<file path="src/fcba_pkg.sv">
// Package for the file-allocation-table block allocator.
// Holds request and status codes, field widths and the result record.
// Depends on nothing; the top level and fcba_ctrl import it.
package fcba_pkg;

    localparam int REQ_W  = 2;
    localparam int BLK_W  = 10;
    localparam int STAT_W = 2;
    localparam int REL_W  = 11;

    localparam logic [REQ_W-1:0] REQ_ALLOC  = 2'd0;
    localparam logic [REQ_W-1:0] REQ_ADV    = 2'd1;
    localparam logic [REQ_W-1:0] REQ_FOLLOW = 2'd2;
    localparam logic [REQ_W-1:0] REQ_FREE   = 2'd3;

    localparam logic [STAT_W-1:0] ST_OK      = 2'd0;
    localparam logic [STAT_W-1:0] ST_NOFREE  = 2'd1;
    localparam logic [STAT_W-1:0] ST_END     = 2'd2;
    localparam logic [STAT_W-1:0] ST_NOTUSED = 2'd3;

    typedef struct packed {
        logic [STAT_W-1:0] status;
        logic [BLK_W-1:0]  result_block;
        logic [REL_W-1:0]  blocks_released;
    } fcba_res_t;

endpackage

</file>
<file path="src/fcba_ctrl.sv">
// Request sequencer: clearing pass, next-fit scan, link lookups and chain free walk.
// Drives the link table ports and hands one result record per request.
// Depends on fcba_pkg.
module fcba_ctrl #(
    parameter int BLOCKS = 1024,
    parameter int IDX_W  = 10,
    parameter int CNT_W  = 11
) (
    input  logic                       clk,
    input  logic                       rst_n,
    input  logic                       in_valid,
    output logic                       in_stall,
    input  logic [fcba_pkg::REQ_W-1:0] req_type,
    input  logic [fcba_pkg::BLK_W-1:0] block_index,
    output logic                       res_valid,
    input  logic                       res_take,
    output fcba_pkg::fcba_res_t        res,
    output logic                       wr_en,
    output logic [IDX_W-1:0]           wr_addr,
    output logic [IDX_W+1:0]           wr_data,
    output logic                       rd_en,
    output logic [IDX_W-1:0]           rd_addr,
    input  logic [IDX_W+1:0]           rd_data
);
    import fcba_pkg::*;

    localparam int CMP_W = IDX_W + 11;
    localparam logic [IDX_W-1:0] LAST = IDX_W'(BLOCKS - 1);
    localparam logic [CNT_W-1:0] FULL = CNT_W'(BLOCKS);
    localparam logic [IDX_W+1:0] RST_ENT = {1'b0, 1'b1, {IDX_W{1'b0}}};
    localparam logic [IDX_W+1:0] NEW_ENT = {1'b1, 1'b1, {IDX_W{1'b0}}};

    localparam logic [2:0] S_CLEAR = 3'd0;
    localparam logic [2:0] S_IDLE  = 3'd1;
    localparam logic [2:0] S_LOOK  = 3'd2;
    localparam logic [2:0] S_SCAN  = 3'd3;
    localparam logic [2:0] S_LINK  = 3'd4;
    localparam logic [2:0] S_FREE  = 3'd5;
    localparam logic [2:0] S_DONE  = 3'd6;

    logic [2:0]       state_reg, state_next;
    logic [IDX_W-1:0] pos_reg, pos_next;
    logic [IDX_W-1:0] srch_reg, srch_next;
    logic [CNT_W-1:0] cnt_reg, cnt_next;
    logic             hit_reg, hit_next;
    logic [REQ_W-1:0] req_reg, req_next;
    logic [IDX_W-1:0] blk_reg, blk_next;
    logic [IDX_W-1:0] cur_reg, cur_next;
    fcba_res_t        res_reg, res_next;

    logic             in_range;
    logic [IDX_W-1:0] blk_addr;
    logic [IDX_W-1:0] pos_inc;
    logic [CNT_W-1:0] cnt_inc;
    logic [IDX_W+1:0] ent;
    logic             ent_used;
    logic             ent_end;
    logic [IDX_W-1:0] ent_link;

    assign in_range = CMP_W'(block_index) < CMP_W'(BLOCKS);
    assign blk_addr = IDX_W'(block_index);
    assign pos_inc  = (pos_reg == LAST) ? '0 : pos_reg + 1'b1;
    assign cnt_inc  = cnt_reg + 1'b1;

    // A read issued in the same cycle as a release of that block sees stale data.
    assign ent      = hit_reg ? RST_ENT : rd_data;
    assign ent_used = ent[IDX_W+1];
    assign ent_end  = ent[IDX_W];
    assign ent_link = ent[IDX_W-1:0];

    assign in_stall  = (state_reg != S_IDLE);
    assign res_valid = (state_reg == S_DONE);
    assign res       = res_reg;

    always_comb
    begin
        state_next = state_reg;
        pos_next   = pos_reg;
        srch_next  = srch_reg;
        cnt_next   = cnt_reg;
        hit_next   = hit_reg;
        req_next   = req_reg;
        blk_next   = blk_reg;
        cur_next   = cur_reg;
        res_next   = res_reg;
        wr_en      = 1'b0;
        wr_addr    = pos_reg;
        wr_data    = RST_ENT;
        rd_en      = 1'b0;
        rd_addr    = pos_reg;

        unique case (state_reg)
            S_CLEAR:
            begin
                wr_en    = 1'b1;
                wr_addr  = pos_reg;
                wr_data  = RST_ENT;
                pos_next = pos_inc;
                if (pos_reg == LAST)
                begin
                    state_next = S_IDLE;
                end
            end
            S_IDLE:
            begin
                if (in_valid)
                begin
                    req_next = req_type;
                    blk_next = blk_addr;
                    cnt_next = '0;
                    hit_next = 1'b0;
                    res_next = '0;
                    priority if (req_type == REQ_ALLOC)
                    begin
                        rd_en      = 1'b1;
                        rd_addr    = srch_reg;
                        pos_next   = srch_reg;
                        state_next = S_SCAN;
                    end
                    else if (!in_range)
                    begin
                        res_next.status = ST_NOTUSED;
                        state_next      = S_DONE;
                    end
                    else if (req_type == REQ_FREE)
                    begin
                        rd_en      = 1'b1;
                        rd_addr    = blk_addr;
                        cur_next   = blk_addr;
                        state_next = S_FREE;
                    end
                    else
                    begin
                        rd_en      = 1'b1;
                        rd_addr    = blk_addr;
                        state_next = S_LOOK;
                    end
                end
            end
            S_LOOK:
            begin
                priority if (!ent_used)
                begin
                    res_next.status = ST_NOTUSED;
                    state_next      = S_DONE;
                end
                else if (!ent_end)
                begin
                    res_next.result_block = BLK_W'(ent_link);
                    state_next            = S_DONE;
                end
                else if (req_reg == REQ_FOLLOW)
                begin
                    res_next.status = ST_END;
                    state_next      = S_DONE;
                end
                else
                begin
                    rd_en      = 1'b1;
                    rd_addr    = srch_reg;
                    pos_next   = srch_reg;
                    cnt_next   = '0;
                    state_next = S_SCAN;
                end
            end
            S_SCAN:
            begin
                priority if (!rd_data[IDX_W+1])
                begin
                    wr_en                 = 1'b1;
                    wr_addr               = pos_reg;
                    wr_data               = NEW_ENT;
                    srch_next             = pos_inc;
                    res_next.result_block = BLK_W'(pos_reg);
                    state_next            = (req_reg == REQ_ADV) ? S_LINK : S_DONE;
                end
                else if (cnt_inc == FULL)
                begin
                    res_next.status = ST_NOFREE;
                    state_next      = S_DONE;
                end
                else
                begin
                    rd_en    = 1'b1;
                    rd_addr  = pos_inc;
                    pos_next = pos_inc;
                    cnt_next = cnt_inc;
                end
            end
            S_LINK:
            begin
                wr_en      = 1'b1;
                wr_addr    = blk_reg;
                wr_data    = {1'b1, 1'b0, pos_reg};
                state_next = S_DONE;
            end
            S_FREE:
            begin
                priority if (!ent_used)
                begin
                    res_next.status          = (cnt_reg == '0) ? ST_NOTUSED : ST_OK;
                    res_next.blocks_released = REL_W'(cnt_reg);
                    state_next               = S_DONE;
                end
                else
                begin
                    wr_en    = 1'b1;
                    wr_addr  = cur_reg;
                    wr_data  = RST_ENT;
                    cnt_next = cnt_inc;
                    if (ent_end || cnt_inc == FULL)
                    begin
                        res_next.blocks_released = REL_W'(cnt_inc);
                        state_next               = S_DONE;
                    end
                    else
                    begin
                        rd_en    = 1'b1;
                        rd_addr  = ent_link;
                        cur_next = ent_link;
                        hit_next = (ent_link == cur_reg);
                    end
                end
            end
            S_DONE:
            begin
                if (res_take)
                begin
                    state_next = S_IDLE;
                end
            end
            default:
            begin
                state_next = S_IDLE;
            end
        endcase
    end

    always_ff @(posedge clk or negedge rst_n)
    begin
        if (!rst_n)
        begin
            state_reg <= S_CLEAR;
            pos_reg   <= '0;
            srch_reg  <= '0;
            cnt_reg   <= '0;
            hit_reg   <= 1'b0;
            req_reg   <= REQ_ALLOC;
        end
        else
        begin
            state_reg <= state_next;
            pos_reg   <= pos_next;
            srch_reg  <= srch_next;
            cnt_reg   <= cnt_next;
            hit_reg   <= hit_next;
            req_reg   <= req_next;
        end
    end

    always_ff @(posedge clk)
    begin
        blk_reg <= blk_next;
        cur_reg <= cur_next;
        res_reg <= res_next;
    end

endmodule
</file>
<file path="config.mk">
export PLATFORM = sky130hd
export DESIGN_NAME = fcba_ctrl
export DESIGN_NICKNAME = d
export VERILOG_FILES = /design/src/fcba_pkg.sv /design/src/fcba_ctrl.sv
export SDC_FILE = /design/constraint.sdc
export NUM_CORES = 1
export LEC_CHECK = 0
export CORE_UTILIZATION = 45
export DETAILED_ROUTE_END_ITERATION = 10
export DONT_BUFFER_PORTS = 1
export HOLD_SLACK_MARGIN = 0.06
export PLACE_DENSITY_LB_ADDON = 0.05
export SLEW_MARGIN = 15
export SYNTH_ARGS = -nofsm -noshare
export SYNTH_HDL_FRONTEND = slang
export SYNTH_SLANG_ARGS = --single-unit
</file>
<file path="constraint.sdc">
create_clock -name clk -period 6.45 [get_ports clk]
set_input_delay 1.29 -clock clk [delete_from_list [all_inputs] [get_ports clk]]
set_output_delay 1.29 -clock clk [all_outputs]
set_load 0.1 [all_outputs]
</file>
==> metrics.yaml, run 1 <==
outcome: "finished clean"
grt_max_degree: 38
ys_seq_area_share_pct: 38.8
area_growth_pct: 9.95
die_h_um: 115
drtPass1Iterations: 7
synth_top_area_share_pct: 22.6
synth_largest_area_cell: "edfxtp_1"
hold_viol: 0
cp_max_fo: 22
syn_area_per_cell_um2: 8.73
avgRoutedWirePerCell_um: 24.0
cts_buffers: 9
reg2reg_from: "state_reg[2]"
clk_pin_slew_worst_paths_ns: 0.06
gr-total-overflow: 0
antenna_cells: 0
cp_cell_sequence: "nor2b_1, nand2_1, nor2_1, a222oi_1, inv_1"
worst_hold_startpoint: "req_reg[0]"
synth_edf_count: 43
max_freq_ghz: 0.182
synth_area_leaders: "edfxtp_1 (23%), dfrtp_1 (16%), o21ai_0 (4.7%), nor2_1 (4.3%), nand2_1 (4.2%)"
layout.area.seq_mm2: 0.00222
multi_input_area_mm2: 0.00322
reg2reg_slack_ns: 2.87
cts_max_level: 3
postCtsSetupBuffers: 0
fin_skew_ns: 0.00774
worst_slew_pin_slew_ns: 1.21
period_share_pct: 85.3
drv_cap: 0
antenna_left: 0
cp_slowest_cell: "nor2_1"
clk-insertion-delay-late_ns: 0.35
layout_min_cycle_time_ns: 5.50
cts_tree: "yes"
cts_buffer_depth: 2
vias_per_cell: 6.59
drc: 0
synth_flop_cell: "edfxtp_1"
num_rows: 40
setup_tns_ns: 0
r2r_end: "hit_reg"
cts-resized-gates: 0
crit_type: "reg2out"
core_mm2: 0.0122
num_vias: 5381
globalplace.congestion: 1.01
start_util_pct: 46.8
whs_endpoint: "req_reg[0]"
netlist_instances: 655
cts.sinks: 80
cpPeakStageDelay_ns: 0.93
synth_nets: 689
hp-class: "reg2reg"
start_kind: "flip-flop"
crit_required_ns: 5.16
min_path_cells: 2
grt_pass1_vias: 4899
hold_buffers: 0
die-width_um: 115
fin_cells: 816
track_usage_pct: 30.6
synth-warning-count: 0
finalCoreUtilization_pct: 51.5
ios: 87
async_flop_share_pct: 46.3
cts-root-buf: "clkbuf_16"
maxSlewHeadroom_pct: 19.6
worstPathArrival_ns: 4.21
synth_cell_types: 78
portBuffers: 0
drt-total-wl_mm: 19.6
drt_iter0_markers: 727
rsz0062_at_grt: "false"
nFillCells: 1182
largest_register_ff_count: 23
fin_nets: 677
placedCellCount: 800
report.final.slew_viol_count: 0
cp-end-kind: "output port"
dieArea_mm2: 0.0132
setup_violations: 0
drive_above_1_share_pct: 12.7
dp_hpwl_mm: 14.0
synth_area_mm2: 0.00572
ys_ff_latch: 80
grt_antenna_before_repair: 0
rr_worst_depth: 6
grt_first_pass_wirelength_mm: 29.6
==> cell type report <==
cell class                      instances  share of cell area (%)
Sequential cell                        80                    35.2
Tap cell                              168                    3.34
Timing Repair Buffer                   25                    3.62
Inverter                               31                    1.85
Clock buffer                            9                    3.58
Multi-Input combinational cell        496                    51.2
Clock inverter                          7                    1.11
==> worst max-delay path, delay by kind of cell (launching register included) <==
kind	cells	cell delay (ns)
compound gates	1	0.24
buf+inv	1	0.68
flops	1	0.76
simple gates	3	2.18
==> layout by cell type, fill, tap and decap left out, types with 5 or more instances in the layout <==
| cell type | Yosys | final |
|---|---|---|
| inv_1 | 30 | 30 |
| a22o_1 | 5 | 5 |
| mux2_2 | 7 | 7 |
| nor2b_1 | 5 | 5 |
| nor3_1 | 7 | 7 |
| or3_1 | 11 | 11 |
| edfxtp_1 | 43 | 43 |
| dfrtp_1 | 37 | 37 |
| o211ai_1 | 8 | 8 |
| nand4_1 | 9 | 9 |
| a31oi_1 | 16 | 16 |
| mux2i_1 | 23 | 23 |
| o2111ai_2 | 0 | 6 |
| xnor2_1 | 8 | 8 |
| and2_1 | 5 | 5 |
| o22ai_1 | 7 | 7 |
| nand2_1 | 64 | 64 |
| buf_4 | 4 | 23 |
| o31ai_1 | 19 | 19 |
| clkbuf_16 | 0 | 9 |
| and3_1 | 7 | 7 |
| nand2b_1 | 19 | 19 |
| nand3_1 | 25 | 25 |
| nor2_1 | 66 | 59 |
| a21o_1 | 6 | 6 |
| a222oi_1 | 10 | 10 |
| nor2_2 | 0 | 7 |
| a21oi_1 | 41 | 41 |
| o21ai_0 | 54 | 54 |
| ha_1 | 6 | 6 |
==> synthesized netlist by cell type (all sizes together) (7+ instances only) <==
master and number:
a222oi 10, clkbuf 29, and3 7, nand2 64, o31ai 20, mux2i 23, dfrtp 37, or3 11
a21oi 41, o21ai 59, o2111ai 7, nand2b 19, edfxtp 43, xnor2 9, o22ai 7, nand4 9
buf 19, o211ai 8, nand3 27, inv 30, nor2 66, mux2 7, a31oi 17, nor3 10
==> per-layer routing <==
layer	track usage, %	vias up	routed length (um)
li1	-	2423	-
met1	46.2	2568	8600
met2	42.3	357	8120
met3	6.48	33	2430
met4	12.0	0	443
met5	0	-	0
==> how the worst max path moves through the flow <==
stage                 start  slack, ns          to  depth (start not counted)
2_1_floorplan   rd_data[11]       1.33  rd_addr[1]                          8
3_3_place_gp   state_reg[2]       1.59  wr_addr[0]                          5
3_5_place_dp   state_reg[2]       1.48  wr_addr[0]                          5
4_1_cts        state_reg[2]       1.09  wr_addr[0]                          5
5_1_grt        state_reg[2]       0.75  wr_addr[6]                          5
6_report       state_reg[2]       0.95  wr_addr[5]                          5
==> through the flow <==
step / worst slack (ns) / hold WS (ns) / instance area [um2]
CTS: 1.09 / 0.537 / 6290
global route: 0.746 / 0.584 / 6290
finish: 0.947 / 0.540 / 6290
detailed placement: 1.48 / 0.522 / 5990
floorplan: 1.33 / 0.477 / 5720
global placement: 1.59 / 0.503 / 5990
==> logic make-up after synthesis <==
family / synth area share [%]
AND/OR/NAND/NOR: 21.7
buffers and inverters: 5.97
multiplexers: 5.40
XOR/XNOR: 1.66
adder cells (fa/ha/maj): 1.31
flip-flops: 38.8
AO/OA/AOI/OAI: 25.2
Power of run 1 is left out: the tool's default activity adds up to more than one toggle a clock period on the data nets, which glitch-free logic cannot reach.
==> inputs of run 2 (changes only) <==
--- a/config.mk
+++ b/config.mk
@@ -5,6 +5,7 @@
 export SDC_FILE = /design/constraint.sdc
 export NUM_CORES = 1
 export LEC_CHECK = 0
+export CORE_MARGIN = 2
 export CORE_UTILIZATION = 45
 export DETAILED_ROUTE_END_ITERATION = 10
 export DONT_BUFFER_PORTS = 1
==> run 2 against run 1 <==
Global-route usage shrank 1.8 points. First-iteration DRC count grew 18%. Fmax grew 2.3%. Via count shrank 0.76%. Count of clock-buffer cells in the layout grew 1. Critical path depth is the same. Register-to-register slack gained 0.07 ns. Non-clock buffer count shrank 1. Worst hold slack lost 0.014 ns. Clock skew is essentially flat. Critical path type unchanged. Largest cell class unchanged. Highest routed layer unchanged.
==> metrics.yaml, run 2 (same netlist as run 1, synthesis figures left out) <==
grt_pass1_vias: 4868  # -0.63%
die-width_um: 117  # +1.7%
grt_first_pass_wirelength_mm: 29.2  # -1.5%
period_share_pct: 83.4  # -1.9 points
antenna_left: 0  # unchanged
r2r_end: "hit_reg"
postCtsSetupBuffers: 0  # unchanged
portBuffers: 0  # unchanged
drt-total-wl_mm: 19.2  # -2.0%
gr-total-overflow: 0  # unchanged
fin_skew_ns: 0.00775  # +0.00000971 ns
ios: 87  # unchanged
rsz0062_at_grt: "false"
grt_antenna_before_repair: 0  # unchanged
outcome: "finished clean"
drv_cap: 0  # unchanged
cts_buffer_depth: 2  # unchanged
clk_pin_slew_worst_paths_ns: 0.06  # about the same
setup_violations: 0  # unchanged
reg2reg_from: "state_reg[2]"
largest_register_ff_count: 23  # unchanged
area_growth_pct: 9.80
worstPathArrival_ns: 4.09  # -0.12 ns
startpoint: "state_reg[2]"
crit_type: "reg2out"
max_freq_ghz: 0.186  # +2.3%
placedCellCount: 803  # +0.38%
vias_per_cell: 6.52  # -1.1%
cp-end-kind: "output port"
die_h_um: 117  # +1.7%
start_kind: "flip-flop"
cts_buffers: 9  # unchanged
drive_above_1_share_pct: 12.1  # -0.60 points
layout.area.seq_mm2: 0.00222  # unchanged
fin_cells: 819  # +0.37%
core_mm2: 0.0125  # +2.5%
drc: 0  # unchanged
drt_iter0_markers: 859  # +18%
start_util_pct: 45.7  # -1.1 points
cp_max_fo: 22  # unchanged
crit_required_ns: 5.16  # about the same
num_rows: 41  # +2.5%
multi_input_area_mm2: 0.00322  # unchanged
drtPass1Iterations: 6  # -1
cts-root-buf: "clkbuf_16"
hold_ws_ns: 0.526  # -0.0145 ns
nFillCells: 1219  # +3.1%
track_usage_pct: 28.8  # -1.8 points
dieArea_mm2: 0.0136  # +3.5%
hp-class: "reg2reg"
worst_slew_pin_slew_ns: 1.26  # +0.0491 ns
dp_hpwl_mm: 13.9  # -0.87%
cts-resized-gates: 0  # unchanged
globalplace.congestion: 0.958  # -4.7%
layout_min_cycle_time_ns: 5.38  # -0.124 ns
setup_tns_ns: 0  # unchanged
maxSlewHeadroom_pct: 16.3  # -3.3 points
fin_nets: 676  # -0.15%
final_common_cell: "nand2_1"
antenna_cells: 0  # unchanged
cts_tree: "yes"
grt_max_degree: 38  # unchanged
final_cell_mix: "nand2_1 (64), nor2_1 (59), o21ai_0 (54)"
hold_viol: 0  # unchanged
cp-endpoint: "wr_addr[5]"
hold_buffers: 0  # unchanged
cts_max_level: 3  # unchanged
avgRoutedWirePerCell_um: 23.5  # -2.3%
reg2reg_slack_ns: 2.94  # +0.07 ns
report.final.slew_viol_count: 0  # unchanged
clk-insertion-delay-late_ns: 0.35  # about the same
num_vias: 5340  # -0.76%
rr_worst_depth: 6  # unchanged
cts.sinks: 80  # unchanged
run 2: layer usage:
metal | wire (um) | track usage, % | up-vias
li1 | - | - | 2425
met1 | 8780 | 43.5 | 2539
met2 | 8000 | 39.9 | 333
met3 | 1950 | 5.76 | 43
met4 | 484 | 11.5 | 0
met5 | 0 | 0 | -
run 2: worst min path at each step:
stage,startpoint,to,slack [ns],depth (start not counted)
floorplan,req_reg[0],req_reg[0],0.48,2
global placement,req_reg[0],req_reg[0],0.51,2
detailed placement,req_reg[1],req_reg[1],0.52,2
CTS,req_reg[1],req_reg[1],0.53,2
global route,req_reg[1],req_reg[1],0.57,2
finish,req_reg[0],req_reg[0],0.53,2
run 2: area by class of cell:
cell class,instances,share of cell area (%)
Inverter,31,1.85
Clock inverter,6,0.956
Multi-Input combinational cell,496,51.3
Clock buffer,10,3.65
Timing Repair Buffer,24,3.51
Tap cell,172,3.43
Sequential cell,80,35.3
run 2: worst max-delay path, cell delays in order, from the launching register on:
cell and delay, ns:
dfrtp_1 0.77, nor2b_1 0.57, nand2_1 0.58, nor2_1 0.90, a222oi_1 0.23, inv_1 0.68
run 2: through the flow:
step	area (um2)	util, %	setup WS (ns)
after floorplan	5720	-	1.33
after global placement	5990	47.9	1.60
after detailed placement	5990	47.9	1.55
after CTS	6280	50.2	1.22
after global routing	6280	50.2	0.867
final	6280	50.2	1.07
Power of run 2 is left out for the same reason.
